--- src/hw/rtl/lts_pkg.sv ---
// Shared types and constants of the light tracker servo controller.
`default_nettype none

package lts_pkg;

  // Item kinds carried on the input tuser
  typedef enum logic [1:0] {
    OP_TICK     = 2'd0,
    OP_WEB_POS  = 2'd1,
    OP_WEB_MODE = 2'd2
  } op_e;

  // Web mode request codes
  localparam logic [1:0] MODE_AUTO   = 2'd0;
  localparam logic [1:0] MODE_MANUAL = 2'd1;

  // Reply codes
  typedef enum logic [2:0] {
    RPL_NONE   = 3'd0,
    RPL_POS    = 3'd1,
    RPL_AUTO   = 3'd2,
    RPL_MANUAL = 3'd3,
    RPL_REJECT = 3'd4
  } reply_e;

  // Tracking decision
  typedef enum logic [1:0] {
    SIDE_LEFT   = 2'd0,
    SIDE_RIGHT  = 2'd1,
    SIDE_CENTER = 2'd2
  } side_e;

  // Configuration register indexes
  typedef enum logic [1:0] {
    REG_LIGHT_HYST = 2'd0,
    REG_KNOB_HYST  = 2'd1,
    REG_SENSE_INT  = 2'd2,
    REG_DEBOUNCE   = 2'd3
  } reg_e;

  localparam int CFG_W  = 12;
  localparam int SENS_W = 10;
  localparam int TOG_W  = 12;

  localparam logic [CFG_W-1:0]  LIGHT_HYST_RST = 12'd50;
  localparam logic [CFG_W-1:0]  KNOB_HYST_RST  = 12'd25;
  localparam logic [SENS_W-1:0] SENSE_INT_RST  = 10'd10;
  localparam logic [TOG_W-1:0]  DEBOUNCE_RST   = 12'd200;

  localparam logic [SENS_W-1:0] SENSE_SAT  = 10'd1023;
  localparam logic [TOG_W-1:0]  TOGGLE_SAT = 12'd4095;

  // Position in half degrees
  localparam logic [8:0] POS_MIN   = 9'd2;
  localparam logic [8:0] POS_MAX   = 9'd358;
  localparam logic [8:0] POS_RESET = 9'd180;

  // Angles in whole degrees
  localparam logic [7:0] ANGLE_RESET = 8'd90;
  localparam logic [7:0] ANGLE_MIN   = 8'd1;
  localparam logic [7:0] ANGLE_MAX   = 8'd179;

  // One result beat, packed as it sits in out_tdata (angle lowest)
  typedef struct packed {
    reply_e     reply;
    logic       manual;
    side_e      side;
    logic [7:0] angle;
  } result_t;

  localparam int RES_W = 14;
  localparam int OUT_W = 16;

endpackage

`default_nettype wire

--- src/hw/rtl/lts_knob_map.sv ---
// Knob sample to half-degree mapping: floor(knob * 360 / (2^ADC_BITS - 1)).
`default_nettype none

module lts_knob_map #(
  parameter int ADC_BITS = 12
) (
  input  wire logic [ADC_BITS-1:0] knob,
  output logic      [9:0]          quot
);

  localparam int XW = ADC_BITS + 9;
  localparam int RW = ADC_BITS + 2;
  localparam logic [RW-1:0] FULL = {2'b00, {ADC_BITS{1'b1}}};

  logic [XW-1:0] prod;
  logic [XW-1:0] knob_x;
  logic [8:0]    q0;
  logic [RW-1:0] r0;
  logic [RW-1:0] r1;
  logic          ge1;
  logic          ge2;

  // 360 = 256 + 64 + 32 + 8
  assign knob_x = {9'd0, knob};
  assign prod   = (knob_x << 8) + (knob_x << 6) + (knob_x << 5) + (knob_x << 3);

  // 2^B - 1 divisor: quotient estimate by shift, remainder folded back in
  assign q0  = prod[XW-1:ADC_BITS];
  assign r0  = {2'b00, prod[ADC_BITS-1:0]} + RW'(q0);
  assign ge1 = (r0 >= FULL);
  assign r1  = ge1 ? (r0 - FULL) : r0;
  assign ge2 = (r1 >= FULL);

  assign quot = {1'b0, q0} + {9'd0, ge1} + {9'd0, ge2};

endmodule

`default_nettype wire

--- src/hw/rtl/lts_in_stage.sv ---
// Input register stage: holds one accepted beat until the core consumes it.
`default_nettype none

module lts_in_stage #(
  parameter int IN_W = 56
) (
  input  wire logic            clk,
  input  wire logic            rst_n,
  input  wire logic            in_tvalid,
  output logic                 in_tready,
  input  wire logic [IN_W-1:0] in_tdata,
  input  wire logic [1:0]      in_tuser,
  input  wire logic            take,
  output logic                 item_valid,
  output logic [IN_W-1:0]      item_data,
  output logic [1:0]           item_op
);

  logic            valid_r;
  logic [IN_W-1:0] data_r;
  logic [1:0]      op_r;
  logic            fire;

  assign fire      = valid_r & take;
  assign in_tready = ~valid_r | take;

  always_ff @(posedge clk) begin
    if (!rst_n) begin
      valid_r <= 1'b0;
    end else if (in_tvalid && in_tready) begin
      valid_r <= 1'b1;
    end else if (fire) begin
      valid_r <= 1'b0;
    end
  end

  always_ff @(posedge clk) begin
    if (in_tvalid && in_tready) begin
      data_r <= in_tdata;
      op_r   <= in_tuser;
    end
  end

  assign item_valid = fire;
  assign item_data  = data_r;
  assign item_op    = op_r;

endmodule

`default_nettype wire

--- src/hw/rtl/lts_out_stage.sv ---
// Result register stage: holds a finished result until the receiver takes it.
`default_nettype none

module lts_out_stage (
  input  wire logic                                clk,
  input  wire logic                                rst_n,
  input  wire logic                                res_valid,
  input  wire lts_pkg::result_t                    res,
  output logic                                     take,
  output logic                                     out_tvalid,
  input  wire logic                                out_tready,
  output logic [lts_pkg::OUT_W-1:0]                out_tdata
);

  logic             valid_r;
  lts_pkg::result_t res_r;

  assign take = ~valid_r | out_tready;

  always_ff @(posedge clk) begin
    if (!rst_n) begin
      valid_r <= 1'b0;
    end else if (res_valid) begin
      valid_r <= 1'b1;
    end else if (out_tready) begin
      valid_r <= 1'b0;
    end
  end

  always_ff @(posedge clk) begin
    if (res_valid) begin
      res_r <= res;
    end
  end

  assign out_tvalid = valid_r;
  assign out_tdata  = {(lts_pkg::OUT_W - lts_pkg::RES_W)'(0), res_r};

endmodule

`default_nettype wire

--- src/hw/rtl/lts_core.sv ---
// Tracker state, configuration registers and the per-item update logic.
`default_nettype none

module lts_core #(
  parameter int ADC_BITS = 12,
  parameter int IN_W     = 56
) (
  input  wire logic                      clk,
  input  wire logic                      rst_n,
  input  wire logic                      cfg_we,
  input  wire logic [1:0]                cfg_addr,
  input  wire logic [lts_pkg::CFG_W-1:0] cfg_wdata,
  input  wire logic                      item_valid,
  input  wire logic [IN_W-1:0]           item_data,
  input  wire logic [1:0]                item_op,
  output lts_pkg::result_t               res
);

  localparam int B  = ADC_BITS;
  localparam int DW = ((B > lts_pkg::CFG_W) ? B : lts_pkg::CFG_W) + 2;

  // Configuration
  logic [lts_pkg::CFG_W-1:0]  light_hyst_r;
  logic [lts_pkg::CFG_W-1:0]  knob_hyst_r;
  logic [lts_pkg::SENS_W-1:0] sense_int_r;
  logic [lts_pkg::TOG_W-1:0]  debounce_r;

  // Tracker state
  logic                       auto_on_r,    auto_on_nxt;
  logic [8:0]                 pos_r,        pos_nxt;
  logic [7:0]                 remote_r,     remote_nxt;
  logic [B-1:0]               knob_ref_r,   knob_ref_nxt;
  logic                       knob_ld_r,    knob_ld_nxt;
  logic                       latched_r,    latched_nxt;
  logic                       last_btn_r,   last_btn_nxt;
  logic [lts_pkg::SENS_W-1:0] sense_el_r,   sense_el_nxt;
  logic [lts_pkg::TOG_W-1:0]  toggle_el_r,  toggle_el_nxt;
  logic [7:0]                 written_r,    written_nxt;
  lts_pkg::side_e             side_r,       side_nxt;
  logic                       led_r,        led_nxt;
  lts_pkg::reply_e            reply;

  // Item fields
  logic [B-1:0]       light_left;
  logic [B-1:0]       light_right;
  logic [B-1:0]       knob;
  logic               button_level;
  logic signed [9:0]  web_angle;
  logic [1:0]         web_mode;

  assign light_left   = item_data[B-1:0];
  assign light_right  = item_data[2*B-1:B];
  assign knob         = item_data[3*B-1:2*B];
  assign button_level = item_data[3*B];
  assign web_angle    = $signed(item_data[3*B+10:3*B+1]);
  assign web_mode     = item_data[3*B+12:3*B+11];

  // Derived tick terms
  logic [B-1:0]               ref_eff;
  logic [lts_pkg::SENS_W-1:0] sense_inc;
  logic [lts_pkg::TOG_W-1:0]  toggle_inc;
  logic signed [DW-1:0]       delta;
  logic signed [DW-1:0]       lhyst_s;
  logic signed [DW-1:0]       khyst_s;
  logic signed [DW-1:0]       knob_s;
  logic signed [DW-1:0]       ref_s;
  logic                       knob_moved;
  logic [9:0]                 map_q;
  logic [8:0]                 map_pos;
  logic [7:0]                 web_clamped;

  lts_knob_map #(.ADC_BITS(ADC_BITS)) u_map (
    .knob (knob),
    .quot (map_q)
  );

  assign ref_eff    = knob_ld_r ? knob_ref_r : knob;
  assign sense_inc  = (sense_el_r < lts_pkg::SENSE_SAT) ? sense_el_r + 1'b1 : sense_el_r;
  assign toggle_inc = (toggle_el_r < lts_pkg::TOGGLE_SAT) ? toggle_el_r + 1'b1 : toggle_el_r;

  assign delta   = $signed({{(DW-B){1'b0}}, light_left}) - $signed({{(DW-B){1'b0}}, light_right});
  assign lhyst_s = $signed({{(DW-lts_pkg::CFG_W){1'b0}}, light_hyst_r});
  assign khyst_s = $signed({{(DW-lts_pkg::CFG_W){1'b0}}, knob_hyst_r});
  assign knob_s  = $signed({{(DW-B){1'b0}}, knob});
  assign ref_s   = $signed({{(DW-B){1'b0}}, ref_eff});

  assign knob_moved = (knob_s > ref_s + khyst_s) || (knob_s < ref_s - khyst_s);

  // Clamp the mapped knob position to the legal half-degree range
  assign map_pos = (map_q > 10'(lts_pkg::POS_MAX)) ? lts_pkg::POS_MAX :
                   (map_q < 10'(lts_pkg::POS_MIN)) ? lts_pkg::POS_MIN : map_q[8:0];

  assign web_clamped = (web_angle < $signed(10'd1))   ? lts_pkg::ANGLE_MIN :
                       (web_angle > $signed(10'd179)) ? lts_pkg::ANGLE_MAX :
                       web_angle[7:0];

  always_comb begin
    auto_on_nxt   = auto_on_r;
    pos_nxt       = pos_r;
    remote_nxt    = remote_r;
    knob_ref_nxt  = knob_ref_r;
    knob_ld_nxt   = knob_ld_r;
    latched_nxt   = latched_r;
    last_btn_nxt  = last_btn_r;
    sense_el_nxt  = sense_el_r;
    toggle_el_nxt = toggle_el_r;
    written_nxt   = written_r;
    side_nxt      = side_r;
    led_nxt       = led_r;
    reply         = lts_pkg::RPL_NONE;

    case (lts_pkg::op_e'(item_op))
      lts_pkg::OP_TICK: begin
        knob_ref_nxt  = ref_eff;
        knob_ld_nxt   = 1'b1;
        sense_el_nxt  = sense_inc;
        toggle_el_nxt = toggle_inc;
        if (auto_on_r) begin
          if (sense_inc >= sense_int_r) begin
            sense_el_nxt = '0;
            if (delta > lhyst_s) begin
              side_nxt = lts_pkg::SIDE_LEFT;
              pos_nxt  = (pos_r > lts_pkg::POS_MIN) ? pos_r - 1'b1 : lts_pkg::POS_MIN;
            end else if (delta < -lhyst_s) begin
              side_nxt = lts_pkg::SIDE_RIGHT;
              pos_nxt  = (pos_r < lts_pkg::POS_MAX) ? pos_r + 1'b1 : lts_pkg::POS_MAX;
            end else begin
              side_nxt = lts_pkg::SIDE_CENTER;
            end
            written_nxt = pos_nxt[8:1];
          end
          led_nxt = 1'b0;
        end else begin
          latched_nxt  = latched_r | knob_moved;
          knob_ref_nxt = knob;
          if (latched_nxt) begin
            pos_nxt     = map_pos;
            written_nxt = map_pos[8:1];
          end else begin
            written_nxt = remote_r;
          end
          led_nxt = 1'b1;
        end
        // Button checked last so a toggle acts on the following tick
        if (button_level && !last_btn_r && (toggle_inc >= debounce_r)) begin
          auto_on_nxt   = ~auto_on_r;
          toggle_el_nxt = '0;
        end
        last_btn_nxt = button_level;
      end
      lts_pkg::OP_WEB_POS: begin
        auto_on_nxt = 1'b0;
        latched_nxt = 1'b0;
        remote_nxt  = web_clamped;
        written_nxt = web_clamped;
        reply       = lts_pkg::RPL_POS;
      end
      lts_pkg::OP_WEB_MODE: begin
        if (web_mode == lts_pkg::MODE_AUTO) begin
          auto_on_nxt = 1'b1;
          reply       = lts_pkg::RPL_AUTO;
        end else if (web_mode == lts_pkg::MODE_MANUAL) begin
          auto_on_nxt = 1'b0;
          reply       = lts_pkg::RPL_MANUAL;
        end else begin
          reply       = lts_pkg::RPL_REJECT;
        end
      end
      default: begin
        reply = lts_pkg::RPL_NONE;
      end
    endcase
  end

  always_ff @(posedge clk) begin
    if (!rst_n) begin
      light_hyst_r <= lts_pkg::LIGHT_HYST_RST;
      knob_hyst_r  <= lts_pkg::KNOB_HYST_RST;
      sense_int_r  <= lts_pkg::SENSE_INT_RST;
      debounce_r   <= lts_pkg::DEBOUNCE_RST;
    end else if (cfg_we) begin
      case (lts_pkg::reg_e'(cfg_addr))
        lts_pkg::REG_LIGHT_HYST: light_hyst_r <= cfg_wdata;
        lts_pkg::REG_KNOB_HYST:  knob_hyst_r  <= cfg_wdata;
        lts_pkg::REG_SENSE_INT:  sense_int_r  <= cfg_wdata[lts_pkg::SENS_W-1:0];
        lts_pkg::REG_DEBOUNCE:   debounce_r   <= cfg_wdata;
        default: ;
      endcase
    end
  end

  always_ff @(posedge clk) begin
    if (!rst_n) begin
      auto_on_r   <= 1'b1;
      pos_r       <= lts_pkg::POS_RESET;
      remote_r    <= lts_pkg::ANGLE_RESET;
      knob_ld_r   <= 1'b0;
      latched_r   <= 1'b0;
      last_btn_r  <= 1'b0;
      sense_el_r  <= '0;
      toggle_el_r <= '0;
      written_r   <= lts_pkg::ANGLE_RESET;
      side_r      <= lts_pkg::SIDE_CENTER;
      led_r       <= 1'b0;
    end else if (item_valid) begin
      auto_on_r   <= auto_on_nxt;
      pos_r       <= pos_nxt;
      remote_r    <= remote_nxt;
      knob_ld_r   <= knob_ld_nxt;
      latched_r   <= latched_nxt;
      last_btn_r  <= last_btn_nxt;
      sense_el_r  <= sense_el_nxt;
      toggle_el_r <= toggle_el_nxt;
      written_r   <= written_nxt;
      side_r      <= side_nxt;
      led_r       <= led_nxt;
    end
  end

  // Reference only matters once loaded
  always_ff @(posedge clk) begin
    if (item_valid) begin
      knob_ref_r <= knob_ref_nxt;
    end
  end

  assign res.angle  = written_nxt;
  assign res.side   = side_nxt;
  assign res.manual = led_nxt;
  assign res.reply  = reply;

`ifndef SYNTHESIS
  a_pos_range: assert property (@(posedge clk) disable iff (!rst_n)
    (pos_r >= lts_pkg::POS_MIN) && (pos_r <= lts_pkg::POS_MAX))
    else $error("half-degree position left its range");

  a_angle_range: assert property (@(posedge clk) disable iff (!rst_n)
    (written_r >= lts_pkg::ANGLE_MIN) && (written_r <= lts_pkg::ANGLE_MAX))
    else $error("servo angle left its range");

  a_web_pos_manual: assert property (@(posedge clk) disable iff (!rst_n)
    item_valid && (item_op == lts_pkg::OP_WEB_POS) |=> !auto_on_r && !latched_r)
    else $error("web position did not force manual remote control");

  a_led_tick_only: assert property (@(posedge clk) disable iff (!rst_n)
    item_valid && (item_op != lts_pkg::OP_TICK) |=> $stable(led_r) && $stable(sense_el_r))
    else $error("mode LED or sense counter moved on a web command");

  a_auto_tracks: assert property (@(posedge clk) disable iff (!rst_n)
    item_valid && (item_op == lts_pkg::OP_TICK) && auto_on_r |=> !led_r)
    else $error("LED shows manual after an auto tick");
`endif

endmodule

`default_nettype wire

--- src/hw/rtl/light_tracker_servo_controller_unit.sv ---
// Top level of the light tracker servo controller.
//
// Input channel (in_*): one beat per item. in_tuser carries the item kind:
// tick of one millisecond, web set position, or web set mode. Ticks carry the
// two light samples, the knob sample and the button level; web beats carry
// the requested angle or mode.
// Result channel (out_*): exactly one beat per input beat, in order, with the
// servo angle in whole degrees, the last tracking decision, the mode LED and
// the web reply code.
// Configuration port (cfg_*): write-only, one register per cycle while
// cfg_we is high; write only while no item is in flight.
// Timing: an accepted beat lands in the input register; when the result
// register can take it, the core updates its state and loads the result
// register, which raises out_tvalid. Throughput is one item per cycle while
// out_tready stays high, set by the combinational path between the registers.
// Stall: when out_tready is low the result register holds its beat and the
// input register can still take one more beat; in_tready drops only when
// both are full.
// Reset (rst_n low, synchronous): both registers empty, auto tracking on, 90
// degrees, default configuration; the knob reference loads on the first tick.
`default_nettype none

module light_tracker_servo_controller_unit #(
  parameter int ADC_BITS = 12,
  localparam int IN_W = ((3 * ADC_BITS + 13 + 7) / 8) * 8
) (
  input  wire logic                         clk,
  input  wire logic                         rst_n,
  // Input channel
  input  wire logic                         in_tvalid,
  output logic                              in_tready,
  // tdata low to high: light_left, light_right, knob (ADC_BITS each),
  // button_level, web_angle (10, signed), web_mode (2), zero fill
  input  wire logic [IN_W-1:0]              in_tdata,
  // tuser: op (2)
  input  wire logic [1:0]                   in_tuser,
  // Result channel
  output logic                              out_tvalid,
  input  wire logic                         out_tready,
  // tdata low to high: servo_angle (8), light_side (2), manual_mode (1),
  // reply (3), zero fill
  output logic [lts_pkg::OUT_W-1:0]         out_tdata,
  // Configuration
  input  wire logic                         cfg_we,
  input  wire logic [1:0]                   cfg_addr,
  input  wire logic [lts_pkg::CFG_W-1:0]    cfg_wdata
);

  logic             take;
  logic             item_valid;
  logic [IN_W-1:0]  item_data;
  logic [1:0]       item_op;
  lts_pkg::result_t res;

  // Hold one accepted beat ahead of the core
  lts_in_stage #(.IN_W(IN_W)) u_in (
    .clk        (clk),
    .rst_n      (rst_n),
    .in_tvalid  (in_tvalid),
    .in_tready  (in_tready),
    .in_tdata   (in_tdata),
    .in_tuser   (in_tuser),
    .take       (take),
    .item_valid (item_valid),
    .item_data  (item_data),
    .item_op    (item_op)
  );

  // Advance tracker state and form the result in one pass
  lts_core #(.ADC_BITS(ADC_BITS), .IN_W(IN_W)) u_core (
    .clk        (clk),
    .rst_n      (rst_n),
    .cfg_we     (cfg_we),
    .cfg_addr   (cfg_addr),
    .cfg_wdata  (cfg_wdata),
    .item_valid (item_valid),
    .item_data  (item_data),
    .item_op    (item_op),
    .res        (res)
  );

  // Hold the result until the receiver takes it
  lts_out_stage u_out (
    .clk        (clk),
    .rst_n      (rst_n),
    .res_valid  (item_valid),
    .res        (res),
    .take       (take),
    .out_tvalid (out_tvalid),
    .out_tready (out_tready),
    .out_tdata  (out_tdata)
  );

endmodule

`default_nettype wire

--- config.mk ---
export PLATFORM = sky130hd
export DESIGN_NAME = light_tracker_servo_controller_unit
export DESIGN_NICKNAME = d
export VERILOG_FILES = /design/src/hw/rtl/lts_pkg.sv /design/src/hw/rtl/lts_knob_map.sv /design/src/hw/rtl/lts_in_stage.sv /design/src/hw/rtl/lts_out_stage.sv /design/src/hw/rtl/lts_core.sv /design/src/hw/rtl/light_tracker_servo_controller_unit.sv
export SDC_FILE = /design/constraint.sdc
export NUM_CORES = 1
export LEC_CHECK = 0
export ABC_AREA = 1
export BUFFER_PORTS_ARGS = -buffer_cell sky130_fd_sc_hd__buf_2
export CORE_ASPECT_RATIO = 0.8
export CORE_MARGIN = 1
export CORE_UTILIZATION = 62
export DETAILED_ROUTE_END_ITERATION = 8
export GPL_ROUTABILITY_DRIVEN = 0
export GPL_TIMING_DRIVEN = 0
export HOLD_SLACK_MARGIN = 0.02
export PLACE_DENSITY = 0.86
export SETUP_SLACK_MARGIN = 0.15
export SLEW_MARGIN = 20
export SYNTH_ARGS = -nofsm -noshare
export SYNTH_HDL_FRONTEND = slang
export SYNTH_HIERARCHICAL = 1
export SYNTH_SLANG_ARGS = --single-unit
--- constraint.sdc ---
create_clock -name clk -period 7.1 [get_ports clk]
set_clock_uncertainty 0.1 [all_clocks]
set_input_delay 1.065 -clock clk [delete_from_list [all_inputs] [get_ports clk]]
set_output_delay 1.065 -clock clk [all_outputs]
set_load 0.05 [all_outputs]
# After elaboration in Yosys (flattened, before gate mapping)
# Cells that the tools add are included.
[word_totals] ff_bits=179 output_inout_bits=18 wordCells=140
[op_classes] magnitude_cmp=16 n_eq_ne=11 n_reduce_logical=23 addsub=15 muxes=43 bitwise=7
[op_table] cell="two-way mux 9 bit" count=9
[op_table] cell="two-way mux 12 bit" count=4
[op_table] cell="two-way mux 8 bit" count=5
[op_table] cell="two-way mux 10 bit" count=3
[op_table] cell="subtractor 12 x 12 -> 13 bit" count=2
[op_table] cell="adder 20 x 18 -> 21 bit" count=1
[op_table] cell="adder 21 x 15 -> 21 bit" count=1
[op_table] cell="adder 21 x 17 -> 21 bit" count=1
[op_table] cell="> comparator 10 x 9 -> 1 bit (second input constant)" count=2
[op_table] cell="< comparator 10 x 2 -> 1 bit (second input constant)" count=2
[op_table] cell="one-hot mux 8 bit (2 select lines)" count=1
[op_table] cell="greater-or-equal comparator 14 x 12 -> 1 bit (second input constant)" count=1
[op_table] cell="> comparator 14 x 13 -> 1 bit" count=1
[op_table] cell="< comparator 14 bit" count=1
[op_table] cell="two-way mux 14 bit" count=1
[op_table] cell="negation 12 -> 14 bit" count=1
[op_table] cell="subtractor 13 x 12 -> 14 bit (second input constant)" count=1
[op_table] cell="adder 12 x 12 -> 13 bit" count=1
[op_table] cell="adder 12 x 9 -> 13 bit" count=1
[op_table] cell="greater-or-equal comparator 13 x 12 -> 1 bit (second input constant)" count=1
[op_table] cell="> comparator 12 x 13 -> 1 bit" count=1
[op_table] cell="< comparator 13 bit" count=1
[op_table] cell="adder 12 x 1 -> 12 bit (second input constant)" count=1
[op_table] cell="greater-or-equal comparator 12 bit" count=1
[op_table] cell="35 further kinds" count=71

# Longest topological paths before layout
[depth] word_depth=14 mapped_depth=47 mapped_depth_nobuf=47

# Modules after synthesis
# Netlist, hierarchy kept.
[modules_own_cells] mod="lts_core" n_inst=1 area_per_inst_um2=9821.9 cells_each=1514
[modules_own_cells] mod="lts_knob_map" n_inst=1 area_per_inst_um2=1810.5 cells_each=252
[modules_own_cells] mod="lts_in_stage" n_inst=1 area_per_inst_um2=1800.5 cells_each=67
[modules_own_cells] mod="lts_out_stage" n_inst=1 area_per_inst_um2=485.5 cells_each=23

# Least setup slack after synthesis
# Ideal clock, no wire load.
[synth_timing] path_type="flip-flop to flip-flop" startpoint="register u_in.data_r[24] (netlist: u_in/item_data[24])" endpoint="register u_out.res_r (netlist bit u_out/out_tdata[1]), data pin" t_arrival_ns=6.048 n_path_buf=0 slack_ns=0.690 synth_period_minus_slack_ns=6.410 path_stages_with_launch=36 cell_sequence="edfxtp_1 inv_1 fa_1 inv_1 fa_1 inv_1 fa_1 o21ai_2 a31oi_2 xor2_1 inv_1 ha_1 fa_1 nand2_1 inv_1 nor2_1 and3_1 nand3_1 nor2_1 nand3_1 nand2_1 nand3_1 nor2_1 fa_1 ha_1 nand2_2 nor2_2 nand3_2 xor2_1 a311o_1 nand2_1 a21oi_1 o21ai_0 nand2_1 nand2_1 nand3_2"
[synth_rtl] item="start, declared" line="lts_in_stage.sv:20" rtl="logic [IN_W-1:0] data_r;"
[synth_rtl] item="start signal, assigned" line="lts_in_stage.sv:39" rtl="data_r <= in_tdata;"
[synth_rtl] item="end signal, assigned" line="lts_out_stage.sv:32" rtl="res_r <= res;"
[synth_rtl] item="end, declared" line="lts_out_stage.sv:16" rtl="lts_pkg::result_t res_r;"

# Worst setup path in the final report
[layout_timing] startpoint="register u_in.data_r[24] (netlist: u_in/item_data[24])" endpoint="register u_core.written_r[0]"
[layout_between] elab_chain_cells=14 elab_cells_between_ends=24 classes_between="add/sub (9); order compare (6); mux (7); bitwise (1); reduce/logical (1)"
[layout_lines] item="adder 20 x 18 -> 21 bit" line="lts_knob_map.sv:25" rtl="assign prod = (knob_x << 8) + (knob_x << 6) + (knob_x << 5) + (knob_x << 3);"
[layout_lines] item="adder 21 x 17 -> 21 bit" line="lts_knob_map.sv:25"
[layout_lines] item="adder 21 x 15 -> 21 bit (*)" line="lts_knob_map.sv:25"
[layout_lines] item="adder 12 x 9 -> 13 bit" line="lts_knob_map.sv:29" rtl="assign r0 = {2'b00, prod[ADC_BITS-1:0]} + RW'(q0);"
[layout_lines] item="subtractor 13 x 12 -> 14 bit or greater-or-equal comparator 13 x 12 -> 1 bit (tied branches)" line="lts_knob_map.sv:31, lts_knob_map.sv:30"
[layout_lines] item="two-way mux 14 bit" line="lts_knob_map.sv:31" rtl="assign r1 = ge1 ? (r0 - FULL) : r0;"
[layout_lines] item="greater-or-equal comparator 14 x 12 -> 1 bit" line="lts_knob_map.sv:32" rtl="assign ge2 = (r1 >= FULL);"
[layout_lines] item="adder 10 x 1 -> 10 bit (*)" line="lts_knob_map.sv:34" rtl="assign quot = {1'b0, q0} + {9'd0, ge1} + {9'd0, ge2};"
[layout_lines] item="net u_core.map_q[8]" line="lts_core.sv:68" rtl="logic [9:0] map_q;"
[layout_lines] item="< comparator 10 x 2 -> 1 bit" line="lts_core.sv:91" rtl="(map_q < 10'(lts_pkg::POS_MIN)) ? lts_pkg::POS_MIN : map_q[8:0];"
[layout_lines] item="two-way mux 9 bit" line="lts_core.sv:91"
[layout_lines] item="two-way mux 9 bit (*)" line="lts_core.sv:90" rtl="assign map_pos = (map_q > 10'(lts_pkg::POS_MAX)) ? lts_pkg::POS_MAX :"
[layout_lines] item="two-way mux 8 bit (*)" line="lts_core.sv:136" rtl="if (latched_nxt) begin"
[layout_lines] item="two-way mux 8 bit (*)" line="lts_core.sv:118" rtl="if (auto_on_r) begin"
[layout_lines] item="one-hot mux 8 bit (2 select lines) (*)" line="lts_core.sv:112" rtl="case (lts_pkg::op_e'(item_op))"
[layout_lines] item="end signal, assigned" line="lts_core.sv:202" rtl="written_r <= lts_pkg::ANGLE_RESET;"
[layout_lines] item="end signal, assigned" line="lts_core.sv:214" rtl="written_r <= written_nxt;"
[layout_lines] item="end, declared" line="lts_core.sv:38" rtl="logic [7:0] written_r, written_nxt;"
# The timed path passes the listed nets; every way through them passes the cells marked *.
# A chain may end at the register's enable or synchronous reset.

==> metrics.yaml <==
final_layout:
  nFillCells: 1630
  final_core_util_pct: 72.6
  antenna_cells: 0
  most-common-layout-cells: "nand2_1, inv_1, a21oi_1"
  layout_commonest_cell: "nand2_1"
  nets: 2225
  area_growth_pct: 14.6
  drive_above_1_share_pct: 13.6
route:
  via_per_inst: 5.83
  drc: 0
  drtIter0Drc: 1413
  firstDrtPassIters: 9
  wl_per_cell_microns: 16.3
  ant_nets: 0
  vias: 13262
  routed_wl_microns: 37000
cts:
  cts_root_buffer: "clkbuf_16"
  worstSkewPairLatency_ns: 0.44
  cts_tree: "done"
  h-tree-depth: 4
  path_clk_slew_ns: 0.07
  cts_buffers: 17
  clock_path_buffers: 2
  numClockSinks: 179
  cts_hold_buf: 0
worst_setup_path:
  required_ns: 7.39
  start_kind: "flop"
  slowest_delay_ns: 0.58
  crit_path_top_delay_cell: "fa_2"
  critPathArrivalTime_ns: 7.26
  end_kind: "flop"
  crit_type: "reg -> reg"
  crit_fanout: 6
  crit_top_cell: "nand2_1"
floorplan:
  die_h_microns: 135
  ios: 95
  start_util_pct: 63.4
  die_x_microns: 168
  rows: 48
  fp.dieArea_sq_mm: 0.0227
  fp.coreArea_sq_mm: 0.0216
sta:
  fmaxAchievable_mhz: 144
  rsz0062_at_grt: "yes"
  slew_headroom_pct: 41.9
  hold_viol: 0
  slew_viol_final: 0
  fin_crit_sh_pct: 98.1
  setup_tns_ns: 0
  setup_viol: 0
  finalCriticalPeriod_ns: 6.97
  worst_pin_slew_ns: 0.872
synth:
  synthCells: 1849
  yosys_warnings: 6
  netlist_area_sq_mm: 0.0137
  syn_avg_cell_area_sq_um: 7.41
grt:
  grt_pass1_vias: 12116
  grt_pass1_wl_microns: 57200
  gr-total-overflow: 0
  grt_max_degree: 25
  grt_use_total_pct: 31.6
  antenna_found_initial: 0
pwr:
  power_density_mw_per_mm2: 239
  p_leak_uw: 0.00754
  ir_drop_uv: 184
job:
  maxCapViolCount: 0
placement:
  dp_hpwl_microns: 27000
  port_buffers: 85
min_path:
  hold_path.class: "reg -> reg"
outcome:
  status: "finished clean"
==> final timing paths <==
kind                      start                   to  slack (ns)  cells past startpoint
min          u_core/remote_r[4]   u_core/remote_r[4]        0.37                      2
max reg2reg  u_in/item_data[24]  u_core/written_r[0]        0.13                     42
max          u_in/item_data[24]  u_core/written_r[0]        0.13                     42
min reg2reg  u_core/remote_r[4]   u_core/remote_r[4]        0.37                      2
==> what timing repair did <==
| action | 4_1_cts | 5_1_grt |
|---|---|---|
| pin swaps | 2 | 27 |
| gates resized for setup | 4 | 63 |
| buffers inserted | 16 | 14 |
| endpoints found under the setup margin | 23 | 24 |
==> power breakdown <==
part	switching (uW)	total (uW)	leakage [uW]	internal, uW
clock network	444	1030	0.000314	589
logic	985	1570	0.00565	582
registers	27.3	1150	0.00157	1120
total	1460	3750	0.00754	2290
==> sequential cells by signal (all words and copies together), names as in the netlist, 10 cells and up <==
signal               count
u_core/debounce_r       12
u_in/item_data          49
u_core/toggle_el_r      12
u_core/sense_int_r      10
u_core/light_hyst_r     12
u_core/knob_hyst_r      12
u_core/sense_el_r       10
u_core/knob_ref_r       12
u_out/out_tdata         14
==> stage by stage <==
step | power (uW) | cell area, sq um | cells | setup slack (ns) | hold slack [ns]
2_1_floorplan | 2150 | 13700 | 1850 | 0.690 | 0.333
3_3_place_gp | 2380 | 14500 | 2210 | -0.140 | 0.348
3_5_place_dp | 2450 | 14500 | 2212 | -0.274 | 0.349
4_1_cts | 3510 | 15300 | 2260 | 0.186 | 0.367
5_1_grt | 3960 | 15700 | 2274 | -0.275 | 0.383
6_report | 3750 | 15700 | 2274 | 0.133 | 0.367
==> critical path, delay by kind of cell, from the launching register on <==
family / cells / cell delay, ns
compound gates: 4 / 0.75
xor+xnor: 2 / 0.28
fa+ha+maj: 7 / 2.07
buf+inv: 5 / 0.61
flops: 1 / 0.39
simple gates: 24 / 2.69
==> metal layers <==
layer  global-route usage [%]  part of all wire, %  up-vias
met5                        0                    0        -
met4                     12.6                  3.4        0
met3                     5.22                  9.0      109
met2                     51.7                   46      681
met1                     42.0                   42     6080
li1                         -                    -     6392
==> layout make-up <==
class	instances	area [sq um]	share of cell area, %
buffer	42	186	1.19
clock buffer	19	454	2.89
clock inverter	13	185	1.18
inverter	306	1150	7.35
multi-input combinational	1323	8320	53.0
sequential	179	4350	27.7
tap	275	344	2.19
timing repair buffer	117	709	4.52
Note: power is estimated with default switching activity, not from simulation.
